`config.mk`:
```
export PLATFORM = sky130hd
export DESIGN_NAME = brace_fold_region_finder_top
export DESIGN_NICKNAME = d
export VERILOG_FILES = /design/src/bfrf_pkg.sv /design/src/bfrf_stack_ram.sv /design/src/brace_fold_region_finder_top.sv
export SDC_FILE = /design/constraint.sdc
export NUM_CORES = 2
export LEC_CHECK = 0
export ABC_CLOCK_PERIOD_IN_PS = 4800
export BUFFER_PORTS_ARGS = -buffer_cell sky130_fd_sc_hd__buf_2
export CAP_MARGIN = 20
export CORE_MARGIN = 1
export CORE_UTILIZATION = 59
export CTS_BUF_LIST = sky130_fd_sc_hd__clkbuf_4 sky130_fd_sc_hd__clkbuf_8
export DETAILED_ROUTE_END_ITERATION = 8
export GPL_ROUTABILITY_DRIVEN = 0
export PLACE_DENSITY = 0.89
export SYNTH_ARGS = -nofsm -noshare
export SYNTH_HDL_FRONTEND = slang
export SYNTH_HIERARCHICAL = 1
export SYNTH_SLANG_ARGS = --single-unit
```
`constraint.sdc`:
```
create_clock -name clk -period 4.8 [get_ports clk]
set_clock_uncertainty 0.15 [all_clocks]
set_input_delay 0.96 -clock clk [delete_from_list [all_inputs] [get_ports clk]]
set_output_delay 0.96 -clock clk [all_outputs]
set_load 0.02 [all_outputs]
```
`src/bfrf_pkg.sv`:
```
// shared types and constants of the brace fold region finder
package bfrf_pkg;

    localparam int CODE_W = 21;
    localparam int LINE_W = 20;
    localparam int COL_W = 16;
    localparam int MAX_PAIRS = 3;
    localparam int CFG_IDX_W = 3;

    typedef logic [CODE_W-1:0] code_t;
    typedef logic [LINE_W-1:0] line_t;
    typedef logic [COL_W-1:0] col_t;

    // configuration register indexes
    localparam logic [CFG_IDX_W-1:0] CFG_PAIR_COUNT = 3'd0;
    localparam logic [CFG_IDX_W-1:0] CFG_OPEN_A = 3'd1;
    localparam logic [CFG_IDX_W-1:0] CFG_CLOSE_A = 3'd2;
    localparam logic [CFG_IDX_W-1:0] CFG_OPEN_B = 3'd3;
    localparam logic [CFG_IDX_W-1:0] CFG_CLOSE_B = 3'd4;
    localparam logic [CFG_IDX_W-1:0] CFG_OPEN_C = 3'd5;
    localparam logic [CFG_IDX_W-1:0] CFG_CLOSE_C = 3'd6;

    localparam logic [1:0] PAIR_COUNT_RESET = 2'd1;
    localparam code_t OPEN_RESET [MAX_PAIRS] = '{21'd123, 21'd91, 21'd40};
    localparam code_t CLOSE_RESET [MAX_PAIRS] = '{21'd125, 21'd93, 21'd41};

    // stack action of one brace pair for one character
    typedef enum logic [1:0] {
        ACT_NONE,
        ACT_PUSH,
        ACT_POP
    } act_t;

    // one stack entry: position of an opening brace
    typedef struct packed {
        line_t line;
        col_t  column;
    } pos_t;

    typedef struct packed {
        line_t start_line;
        col_t  start_column;
        line_t end_line;
        col_t  end_column;
        logic  overflow;
    } region_t;

endpackage

```
`src/bfrf_stack_ram.sv`:
```
// synchronous single-write single-read memory holding the open brace stack
module bfrf_stack_ram #(
    parameter int DEPTH = 64
) (
    input  logic                   clk,
    input  logic                   we,
    input  logic [$clog2(DEPTH)-1:0] waddr,
    input  bfrf_pkg::pos_t         wdata,
    input  logic                   re,
    input  logic [$clog2(DEPTH)-1:0] raddr,
    output bfrf_pkg::pos_t         rdata
);

    bfrf_pkg::pos_t mem [DEPTH];
    bfrf_pkg::pos_t rdata_reg;

    always_ff @(posedge clk)
    begin
        if (we)
        begin
            mem[waddr] <= wdata;
        end
        if (re)
        begin
            rdata_reg <= mem[raddr];
        end
    end

    assign rdata = rdata_reg;

endmodule

```
`src/brace_fold_region_finder_top.sv`:
```
// top level of the brace fold region finder: decode, stack sequencer, region output
//
// One character is taken per cycle when it matches at most one configured brace
// pair and no pop waits on a stalled compare stage; a character matching several
// pairs holds the input until its last action, as the stack memory does exactly
// one push or one pop per cycle. A closer that yields two or more regions hands
// out its final region from the held register. Regions pass the memory read and
// line compare, then an output register before the downstream stall. The stack
// is a STACK_DEPTH-entry synchronous memory; no clearing pass is needed after reset.
module brace_fold_region_finder_top #(
    parameter int STACK_DEPTH = 64,
    parameter int PAIR_SLOTS = 3
) (
    input  logic                              clk,
    input  logic                              rst_n,
    // configuration
    input  logic                              cfg_wr_en,
    input  logic [bfrf_pkg::CFG_IDX_W-1:0]    cfg_index,
    input  logic [bfrf_pkg::CODE_W-1:0]       cfg_data,
    // character input
    input  logic                              in_valid,
    output logic                              in_stall,
    input  logic [bfrf_pkg::CODE_W-1:0]       char_code,
    input  logic [bfrf_pkg::LINE_W-1:0]       line_index,
    input  logic [bfrf_pkg::COL_W-1:0]        column_index,
    input  logic                              in_string_or_comment,
    // region output
    output logic                              out_valid,
    input  logic                              out_stall,
    output logic [bfrf_pkg::LINE_W-1:0]       start_line,
    output logic [bfrf_pkg::COL_W-1:0]        start_column,
    output logic [bfrf_pkg::LINE_W-1:0]       end_line,
    output logic [bfrf_pkg::COL_W-1:0]        end_column,
    output logic                              overflow_seen,
    output logic                              last_of_run
);

    localparam int AW = $clog2(STACK_DEPTH);
    localparam int FW = $clog2(STACK_DEPTH + 1);

    // configuration registers
    logic [1:0]      pair_count_reg;
    bfrf_pkg::code_t open_reg [bfrf_pkg::MAX_PAIRS];
    bfrf_pkg::code_t close_reg [bfrf_pkg::MAX_PAIRS];

    // stack control
    logic [FW-1:0] fill_reg;
    logic [FW-1:0] fill_next;
    logic [FW-1:0] fill_m1;
    logic          overflow_reg;
    logic          overflow_next;

    // execute stage: one character with its pending actions
    logic              x_valid_reg;
    bfrf_pkg::act_t    x_act_reg [PAIR_SLOTS];
    bfrf_pkg::line_t   x_line_reg;
    bfrf_pkg::col_t    x_col_reg;
    bfrf_pkg::act_t    dec_act [PAIR_SLOTS];
    logic              dec_any;
    logic [PAIR_SLOTS-1:0] sel;
    bfrf_pkg::act_t    cur_act;
    logic              seen;
    logic              rest_any;
    logic              pop_later;
    logic              x_exec;
    logic              x_done;
    logic              x_push;
    logic              x_pop;
    logic              accept;

    // compare stage: popped entry against the closer
    logic              r_valid_reg;
    logic              r_hit_reg;
    logic              r_last_reg;
    logic              r_ovf_reg;
    bfrf_pkg::line_t   r_line_reg;
    bfrf_pkg::col_t    r_col_reg;
    logic              r_adv;
    logic              r_free;
    logic              emit;
    bfrf_pkg::region_t new_region;

    // held region whose last flag is not known yet
    logic              h_valid_reg;
    logic              h_valid_next;
    logic              h_final_reg;
    logic              h_final_next;
    bfrf_pkg::region_t h_reg;
    bfrf_pkg::region_t h_next;

    // output register
    logic              out_valid_reg;
    logic              out_last_reg;
    bfrf_pkg::region_t out_reg;
    logic              out_free;
    logic              load_out;
    logic              load_last;
    bfrf_pkg::region_t load_region;

    // memory ports
    logic            ram_we;
    logic            ram_re;
    logic [AW-1:0]   ram_waddr;
    logic [AW-1:0]   ram_raddr;
    bfrf_pkg::pos_t  ram_wdata;
    bfrf_pkg::pos_t  ram_rdata;

    bfrf_stack_ram #(
        .DEPTH (STACK_DEPTH)
    ) u_stack (
        .clk   (clk),
        .we    (ram_we),
        .waddr (ram_waddr),
        .wdata (ram_wdata),
        .re    (ram_re),
        .raddr (ram_raddr),
        .rdata (ram_rdata)
    );

    // configuration writes
    always_ff @(posedge clk or negedge rst_n)
    begin
        if (!rst_n)
        begin
            pair_count_reg <= bfrf_pkg::PAIR_COUNT_RESET;
            open_reg <= bfrf_pkg::OPEN_RESET;
            close_reg <= bfrf_pkg::CLOSE_RESET;
        end
        else if (cfg_wr_en)
        begin
            unique case (cfg_index)
                bfrf_pkg::CFG_PAIR_COUNT: pair_count_reg <= cfg_data[1:0];
                bfrf_pkg::CFG_OPEN_A:     open_reg[0] <= cfg_data;
                bfrf_pkg::CFG_CLOSE_A:    close_reg[0] <= cfg_data;
                bfrf_pkg::CFG_OPEN_B:     open_reg[1] <= cfg_data;
                bfrf_pkg::CFG_CLOSE_B:    close_reg[1] <= cfg_data;
                bfrf_pkg::CFG_OPEN_C:     open_reg[2] <= cfg_data;
                bfrf_pkg::CFG_CLOSE_C:    close_reg[2] <= cfg_data;
                default: ;
            endcase
        end
    end

    // decode the character against each pair in use; opener test wins
    always_comb
    begin
        dec_any = 1'b0;
        for (int p = 0; p < PAIR_SLOTS; p++)
        begin
            dec_act[p] = bfrf_pkg::ACT_NONE;
            if (!in_string_or_comment && (2'(p) < pair_count_reg))
            begin
                if (char_code == open_reg[p])
                begin
                    dec_act[p] = bfrf_pkg::ACT_PUSH;
                end
                else if (char_code == close_reg[p])
                begin
                    dec_act[p] = bfrf_pkg::ACT_POP;
                end
            end
            if (dec_act[p] != bfrf_pkg::ACT_NONE)
            begin
                dec_any = 1'b1;
            end
        end
    end

    // pick the first pending action of the character
    always_comb
    begin
        seen = 1'b0;
        rest_any = 1'b0;
        pop_later = 1'b0;
        cur_act = bfrf_pkg::ACT_NONE;
        sel = '0;
        for (int p = 0; p < PAIR_SLOTS; p++)
        begin
            if (x_act_reg[p] != bfrf_pkg::ACT_NONE)
            begin
                if (!seen)
                begin
                    sel[p] = 1'b1;
                    cur_act = x_act_reg[p];
                end
                else
                begin
                    rest_any = 1'b1;
                    if (x_act_reg[p] == bfrf_pkg::ACT_POP)
                    begin
                        pop_later = 1'b1;
                    end
                end
                seen = 1'b1;
            end
        end
    end

    assign x_exec = x_valid_reg && ((cur_act != bfrf_pkg::ACT_POP) || r_free);
    assign x_done = x_exec && !rest_any;
    assign x_push = x_exec && (cur_act == bfrf_pkg::ACT_PUSH);
    assign x_pop = x_exec && (cur_act == bfrf_pkg::ACT_POP);
    assign in_stall = x_valid_reg && !x_done;
    assign accept = in_valid && !in_stall;
    assign fill_m1 = fill_reg - FW'(1);

    // stack pointer and memory access, one access per cycle
    always_comb
    begin
        fill_next = fill_reg;
        overflow_next = overflow_reg;
        ram_we = 1'b0;
        ram_re = 1'b0;
        ram_waddr = fill_reg[AW-1:0];
        ram_raddr = fill_m1[AW-1:0];
        ram_wdata = '{line: x_line_reg, column: x_col_reg};
        if (x_push)
        begin
            if (fill_reg < FW'(STACK_DEPTH))
            begin
                ram_we = 1'b1;
                fill_next = fill_reg + FW'(1);
            end
            else
            begin
                overflow_next = 1'b1;
            end
        end
        else if (x_pop && (fill_reg != '0))
        begin
            ram_re = 1'b1;
            fill_next = fill_m1;
        end
    end

    always_ff @(posedge clk or negedge rst_n)
    begin
        if (!rst_n)
        begin
            fill_reg <= '0;
            overflow_reg <= 1'b0;
            x_valid_reg <= 1'b0;
            for (int p = 0; p < PAIR_SLOTS; p++)
            begin
                x_act_reg[p] <= bfrf_pkg::ACT_NONE;
            end
        end
        else
        begin
            fill_reg <= fill_next;
            overflow_reg <= overflow_next;
            if (accept)
            begin
                x_valid_reg <= dec_any;
                x_act_reg <= dec_act;
            end
            else if (x_exec)
            begin
                if (x_done)
                begin
                    x_valid_reg <= 1'b0;
                end
                for (int p = 0; p < PAIR_SLOTS; p++)
                begin
                    if (sel[p])
                    begin
                        x_act_reg[p] <= bfrf_pkg::ACT_NONE;
                    end
                end
            end
        end
    end

    always_ff @(posedge clk)
    begin
        if (accept)
        begin
            x_line_reg <= line_index;
            x_col_reg <= column_index;
        end
    end

    // compare stage and region hand-off
    assign out_free = !out_valid_reg || !out_stall;
    assign emit = r_valid_reg && r_hit_reg && (ram_rdata.line != r_line_reg);
    assign new_region = '{start_line: ram_rdata.line, start_column: ram_rdata.column,
                          end_line: r_line_reg, end_column: r_col_reg,
                          overflow: r_ovf_reg};
    assign r_free = !r_valid_reg || r_adv;

    always_comb
    begin
        r_adv = 1'b0;
        load_out = 1'b0;
        load_last = 1'b0;
        load_region = h_reg;
        h_valid_next = h_valid_reg;
        h_final_next = h_final_reg;
        h_next = h_reg;
        if (h_valid_reg && h_final_reg)
        begin
            // flush the final region of a multi-region character
            if (out_free)
            begin
                load_out = 1'b1;
                load_last = 1'b1;
                h_valid_next = 1'b0;
                h_final_next = 1'b0;
            end
        end
        else if (r_valid_reg)
        begin
            if (emit && h_valid_reg)
            begin
                if (out_free)
                begin
                    load_out = 1'b1;
                    h_next = new_region;
                    h_final_next = r_last_reg;
                    r_adv = 1'b1;
                end
            end
            else if (emit && r_last_reg)
            begin
                if (out_free)
                begin
                    load_out = 1'b1;
                    load_last = 1'b1;
                    load_region = new_region;
                    r_adv = 1'b1;
                end
            end
            else if (emit)
            begin
                h_valid_next = 1'b1;
                h_next = new_region;
                r_adv = 1'b1;
            end
            else
            begin
                // no region from this pop; the held one is last if no pop follows
                if (r_last_reg && h_valid_reg)
                begin
                    h_final_next = 1'b1;
                end
                r_adv = 1'b1;
            end
        end
    end

    always_ff @(posedge clk or negedge rst_n)
    begin
        if (!rst_n)
        begin
            r_valid_reg <= 1'b0;
            h_valid_reg <= 1'b0;
            h_final_reg <= 1'b0;
            out_valid_reg <= 1'b0;
        end
        else
        begin
            if (x_pop)
            begin
                r_valid_reg <= 1'b1;
            end
            else if (r_adv)
            begin
                r_valid_reg <= 1'b0;
            end
            h_valid_reg <= h_valid_next;
            h_final_reg <= h_final_next;
            if (load_out)
            begin
                out_valid_reg <= 1'b1;
            end
            else if (!out_stall)
            begin
                out_valid_reg <= 1'b0;
            end
        end
    end

    always_ff @(posedge clk)
    begin
        if (x_pop)
        begin
            r_hit_reg <= (fill_reg != '0);
            r_last_reg <= !pop_later;
            r_ovf_reg <= overflow_reg;
            r_line_reg <= x_line_reg;
            r_col_reg <= x_col_reg;
        end
        h_reg <= h_next;
        if (load_out)
        begin
            out_reg <= load_region;
            out_last_reg <= load_last;
        end
    end

    assign out_valid = out_valid_reg;
    assign start_line = out_reg.start_line;
    assign start_column = out_reg.start_column;
    assign end_line = out_reg.end_line;
    assign end_column = out_reg.end_column;
    assign overflow_seen = out_reg.overflow;
    assign last_of_run = out_last_reg;

    // stack never holds more than its depth
    assert property (@(posedge clk) disable iff (!rst_n)
        fill_reg <= FW'(STACK_DEPTH))
        else $error("stack fill beyond depth");

    // overflow flag is sticky
    assert property (@(posedge clk) disable iff (!rst_n)
        overflow_reg |=> overflow_reg)
        else $error("overflow flag cleared");

    // one memory access per cycle, so a pop never races a push
    assert property (@(posedge clk) disable iff (!rst_n)
        !(ram_we && ram_re))
        else $error("stack read and write in one cycle");

    // a pending final region is always a held one
    assert property (@(posedge clk) disable iff (!rst_n)
        h_final_reg |-> h_valid_reg)
        else $error("final mark without held region");

    // a pop is only issued when the compare stage can take it
    assert property (@(posedge clk) disable iff (!rst_n)
        (r_valid_reg && !r_adv) |=> (r_valid_reg && $stable(r_line_reg)))
        else $error("compare stage overwritten while stalled");

endmodule
```
* After elaboration in Yosys (flattened, before gate mapping)
Memory sizes are Yosys's and may differ from the RTL's. A register that Yosys moved wholly into a read port is not among the register bits. Cells that the tools add are included.
Word-level totals: flip-flop bits (word level) 369, bits in latches 0, memory bits (writable) 2304, memory bits (read-only) 0, output and inout bits 76, logic and storage cells 220, memories kept 1
Operators by class: $add $sub $neg 2, multiply operators 0, divide/modulo/power cells 0, $lt $le $gt $ge 4, equality and inequality tests 27, shifts and indexed selects 0, multiplexer cells 87, bitwise gates (word level) 2, reduce and logical (&&, ||, !) cells 62
Memory list:
- u_stack.mem | depth 64, width 36, rd ports 1, clocked after memory_dff 1, wr ports 1, line bfrf_stack_ram.sv:14 | bfrf_pkg::pos_t mem [DEPTH];
Operator list (number):
- 73-bit two-way mux | 8
- 21-bit == test | 6
- 1-bit two-way mux | 57
- 2-bit two-way mux | 17
- 2-bit nonzero test | 16
- 2-bit AND reduction | 13
- 7-bit two-way mux | 3
- 20-bit != test | 1
- 1-bit logical AND | 16
- 6-bit two-way mux | 2
- 2-bit != test, second input constant | 6
- 3-bit == test, second input constant | 3
- 1-bit logical NOT | 8
- 7-bit by 1-bit adder with 7-bit output, second input constant | 1
- 7-bit < comparator, second input constant | 1
- 7-bit nonzero test | 1
- 7-bit by 1-bit subtractor with 7-bit output, second input constant | 1
- 2-bit == test, second input constant | 3
- 3-bit by 2-bit == test with 1-bit output, second input constant | 2
- 6-bit AND reduction | 1
- 5-bit AND reduction | 1
- 1-bit by 2-bit < comparator with 1-bit output, first input constant | 2
- 2-bit by 1-bit != test with 1-bit output, second input constant | 2
- 4-bit AND reduction | 1
- 9 further kinds | 12

* Depth between registers and ports, before layout
depth after elaboration 17, mapped depth 11

* Modules after synthesis
The synthesis kept the hierarchy.
By module, submodules not included:
- bfrf_stack_ram | instances 1, cells each 3780, area each 88333.5 um^2, seq. area each 70267.4 um^2
- brace_fold_region_finder_top | instances 1, cells each 1031, area each 16301.9 um^2, seq. area each 10380.0 um^2

* Worst setup path before layout
OpenSTA, ideal clock, no wires.
kind in2reg, from input port out_stall, to register out_reg (netlist bit end_column[0]), enable pin, setup time 0.530 ns, data arrival time 4.929 ns, data required time 4.120 ns, setup slack -0.809 ns, stages 3, buffers on the path 1, cell sequence and2_1 > clkbuf_1 > a21oi_1
Between the ends: longest elaborated chain between the ends 7
RTL lines:
- start: declaration | line brace_fold_region_finder_top.sv:29 | input logic out_stall,
- 1-bit logical NOT (*)
- 1-bit logical OR (*) | line brace_fold_region_finder_top.sv:284 | assign out_free = !out_valid_reg || !out_stall;
- 1-bit two-way mux (*) | line brace_fold_region_finder_top.sv:303, brace_fold_region_finder_top.sv:315, brace_fold_region_finder_top.sv:325
- 1-bit two-way mux | line brace_fold_region_finder_top.sv:323 | else if (emit && r_last_reg)
- 1-bit two-way mux | line brace_fold_region_finder_top.sv:313 | if (emit && h_valid_reg)
- 1-bit two-way mux | line brace_fold_region_finder_top.sv:311 | else if (r_valid_reg)
- 1-bit two-way mux (*) | line brace_fold_region_finder_top.sv:300 | if (h_valid_reg && h_final_reg)
- net load_out | line brace_fold_region_finder_top.sv:96 | logic load_out;
- end signal: assignment | line brace_fold_region_finder_top.sv:396 | out_reg <= load_region;
- end: declaration | line brace_fold_region_finder_top.sv:94 | bfrf_pkg::region_t out_reg;
The timed path passes the listed nets; every way through them passes the cells marked *. A chain may end at the register's enable or synchronous reset.

* Worst setup path after layout
from register, netlist name u_stack/rdata[28], to output port in_stall
Between the ends: longest elaborated chain between the ends 13
RTL lines:
- 20-bit != test (*) | line brace_fold_region_finder_top.sv:285 | assign emit = r_valid_reg && r_hit_reg && (ram_rdata.line != r_line_reg);
- 1-bit logical AND (*) | line brace_fold_region_finder_top.sv:285
- 1-bit logical AND | line brace_fold_region_finder_top.sv:323
- 1-bit two-way mux | line brace_fold_region_finder_top.sv:323
- 1-bit two-way mux (*) | line brace_fold_region_finder_top.sv:313
- 1-bit two-way mux (*) | line brace_fold_region_finder_top.sv:311
- 1-bit two-way mux (*) | line brace_fold_region_finder_top.sv:300
- 1-bit logical OR (*) | line brace_fold_region_finder_top.sv:289 | assign r_free = !r_valid_reg || r_adv;
- 1-bit logical OR (*) | line brace_fold_region_finder_top.sv:199 | assign x_exec = x_valid_reg && ((cur_act != bfrf_pkg::ACT_POP) || r_free);
- 1-bit logical AND (*) | line brace_fold_region_finder_top.sv:199
- 1-bit logical AND (*) | line brace_fold_region_finder_top.sv:200 | assign x_done = x_exec && !rest_any;
- 1-bit logical NOT (*) | line brace_fold_region_finder_top.sv:203 | assign in_stall = x_valid_reg && !x_done;
- 1-bit logical AND (*) | line brace_fold_region_finder_top.sv:203
- end: declaration | line brace_fold_region_finder_top.sv:22 | output logic in_stall,
Every way passes the cells marked *; elsewhere a longest branch is shown, timed or not.

==> out/qor.csv <==
stage;metric;value;unit
outcome;result of the run;complete, but fails checks;
outcome;failing checks;negative setup slack;
setup_path;Critical R2R Capture;u_stack/rdata[5]$_DFFE_PP_;
final_layout;Final Instance Area;118000;um^2
route;count of routing violations after the opening detailed-route iteration;11367;
clocking;Clock Sinks;2709;
floorplan;Core Region;176000;um^2
synthesis;top flip-flop cell by instance count after synthesis;sky130_fd_sc_hd__edfxtp_1;
grt;most congested layer reported by global routing;met2;
route;DRC violation count after routing;0;
place;cell area reported after detailed placement;110000;um^2
synthesis;share of the synthesized area in compound gates (AO/OA/AOI/OAI);2.47;%
place;detailed placement HPWL;173000;um
floorplan;count of standard-cell rows;154;
clocking;cts bufs inserted;410;
synthesis;post-synthesis mux area share;15.7;%
setup_path;required time worst endpoint;3.69;ns
synthesis;Post-synth ARST share;5.43;%
setup_path;reg2reg setup slack;0.05;ns
synthesis;flops & latches, synth;2709;
clocking;number of levels the H-tree was split into;5;
sta;number of max-slew violations in the final report;0;
grt;global routing usage on met3;11.3;%
route;number of iterations in the first detailed-routing pass;8;
synthesis;simple-gate area share of the yosys netlist;1.98;%
synthesis;share of the synthesized netlist area taken by xor and xnor gates;1.29;%
power_and_ir_drop;power density over the cells;392;nW/um^2
sta;Setup Viol. Count Final;1;
grt;met1 GRT Util;40.7;%
power_and_ir_drop;worst ir drop on vdd;346;uV
floorplan;starting utilization of the core area;59.4;%
synthesis;Warnings, synthesis;6;
setup_path;launch point of the critical path;u_stack/rdata[28]$_DFFE_PP_;
synthesis;number of instances in the synthesized netlist;4811;
sta;setup slack after layout;-0.0217;ns
route;routed wirelength normalized by instance count;39.4;um
setup_path;worst reg2reg path startpoint;fill_reg[0]$_DFFE_PN0P_;
route;routed via count divided by cell count;7.33;
clocking;maximum root-to-sink buffer count;4;
floorplan;die height;423;um
synthesis;sequential fraction of the synthesis area;77.1;%
hold_path;min-delay worst type;in2reg;
route;antenna-violating nets left;0;
setup_path;largest fanout on the critical path;6;
synthesis;number of nets produced by synthesis;4901;
synthesis;number of unique standard cell types used by synthesis;68;
sta;unrepaired setup endpoints after global routing;no;
sta;maximum achievable frequency;0.207;GHz
floorplan;chip width;423;um
floorplan;Boundary Pins;163;
final_layout;Syn-to-layout area delta;12.5;%
synthesis;adder and majority cell fraction of the synthesized area;0.0454;%
route;detailed-route wire length;316000;um
setup_path;Worst setup SP type;flop;
clocking;clock transition time at the flip-flop clock pins of the worst setup and hold paths;0.06;ns
power_and_ir_drop;Design Power;0.0462;W
floorplan;area of the die;179000;um^2
setup_path;critical path data arrival time;3.71;ns
sta;transition at the pin with the smallest max-transition slack;1.33;ns
synthesis;synthesized area per cell;21.7;um^2
final_layout;final std cells w/o fill;8021;
final_layout;commonest non-fill, non-tap cell in the layout;sky130_fd_sc_hd__edfxtp_1;
final_layout;net total in the final layout;5457;
synthesis;post-synthesis instance area;105000;um^2
grt;via count of the first global-routing pass;57982;
setup_path;R2R cell count;8;
final_layout;fraction of layout cells with a size suffix above 1;34.0;%
synthesis;count of flip-flops with a built-in enable after synthesis;2562;
sta;crit share post-route;100;%
grt;initial antenna violation count;25;
grt;GRT Total Usage;33.9;%
sta;minimum clock period after layout;4.82;ns
grt;first-pass GRT wire length;423000;um
final_layout;flip-flop count of the largest register after layout;2304;
sta;worst max-slew margin expressed relative to the limit;10.5;%
grt;GRT overflow;0;
job;Max Cap Violations;0;
power_and_ir_drop;leakage dissipation;39.0;nW
clocking;Root Driver;sky130_fd_sc_hd__clkbuf_8;
place;Worst Setup Slack post-DPL;0.192;ns
synthesis;dominant combinational cell family by area after synthesis;multiplexers;
clocking;TritonCTS clock tree;done;
grt;global routing usage on met2;52.0;%
setup_path;CP endpoint;in_stall;
clocking;clock latency reported for the late side of the worst-skew pair;1.17;ns
setup_path;critical path capture point type;output pin;
sta;count of endpoints failing hold in the final timing report;0;
setup_path;critical path class;reg2out;
final_layout;most frequent cells in the layout;sky130_fd_sc_hd__edfxtp_1, sky130_fd_sc_hd__mux4_2, sky130_fd_sc_hd__clkbuf_8;
place;number of buffers inserted by port buffering;162;
sta;Sum Neg Setup Slack;-0.0217;ns
grt;largest net degree at the start of global routing;110;
place;number of placed cells counting well taps;7255;
route;total number of vias;58770;
[layer usage]
layer / up-vias / share of wire [%]
met3: 1849 / 16
met5: - / 0.11
met4: 28 / 8.7
li1: 21298 / -
met1: 28622 / 29
met2: 6973 / 46
[metrics by stage]
stage	util (%)	hold slack [ns]
3_3_place_gp	62.2	0.358
4_1_cts	66.8	0.0361
5_1_grt	66.9	0.0602
2_1_floorplan	-	0.269
6_report	66.9	0.0546
3_5_place_dp	62.2	0.364
[Yosys cell counts, drive strengths merged (14+ instances only)]
master  count  area, um^2
a211oi     42         315
a22oi      76         571
buf       167        1050
clkbuf     99         372
dfrtp     119        2980
dfstp      28         736
edfxtp   2562       76900
mux2      283        3190
mux2i      77         771
mux4      556       12500
nand2      48         180
nand2b     14        87.6
nand3      56         285
nand4      24         150
nor2      119         463
nor2b      37         231
nor4       47         300
o221ai     34         298
o22a       23         201
o22ai     125         788
xnor2      75         657
xor2       79         692
[final cells by class]
type                    instances  area, um^2
well taps                    2340        2930
fillers                      9735       58300
diodes                         13        32.5
multi-input cells            1827       23100
flip-flops and latches       2709       80600
clock inverters               173        1010
clock buffers                 540        6680
inverters                       9        48.8
repair buffers                410        3270
[critical path, stage by stage (launching register included)]
cell                       delay, ns
sky130_fd_sc_hd__edfxtp_1       0.66
sky130_fd_sc_hd__xnor2_1        0.23
sky130_fd_sc_hd__nand4_1        0.25
sky130_fd_sc_hd__nor2_2         0.14
sky130_fd_sc_hd__a21boi_4       0.40
sky130_fd_sc_hd__o21ai_1        0.21
sky130_fd_sc_hd__a21boi_0       0.41
sky130_fd_sc_hd__buf_2          0.26
[worst min path at each step]
stage,cells after the start,slack [ns],endpoint,from
2_1_floorplan,0,0.27,r_ovf_reg$_DFFE_PP_,overflow_reg$_DFFE_PN0P_
3_5_place_dp,1,0.36,open_reg[17]$_DFFE_PN0P_,open_reg[17]$_DFFE_PN0P_
5_1_grt,2,0.06,close_reg[10]$_DFFE_PN0P_,cfg_data[10]
3_3_place_gp,1,0.36,open_reg[1]$_DFFE_PN0P_,open_reg[1]$_DFFE_PN0P_
6_report,2,0.05,open_reg[31]$_DFFE_PN0P_,cfg_data[10]
4_1_cts,2,0.04,open_reg[31]$_DFFE_PN0P_,cfg_data[10]
[logic make-up (layout without fill, tap and decap cells)]
logic type / after synthesis / in the layout
AOI/OAI and AO/OA: 354 / 354
xor gates and xnor gates: 154 / 154
adders and majority gates: 4 / 4
buffers and inverters: 275 / 1132
DFF: 2709 / 2709
muxes: 916 / 916
other: 0 / 13
and+or+nand+nor: 399 / 399
[report_power, final]
part	switching (W)	leakage [nW]	total, W	internal (W)
sequential	0.000182	24.8	0.0264	0.0262
clock	0.00906	4.07	0.0186	0.00955
combinational	0.000809	10.1	0.00122	0.000410
total	0.0100	39.0	0.0462	0.0362
[repair_timing]
action | CTS | global route
endpoints found under the setup margin | 1 | 4
setup buffers | 0 | 1
gates resized for setup | 2 | 3
hold endpoints to repair | 115 | 0
hold buffers | 37 | 0
Power figures use the tool's default switching activity.
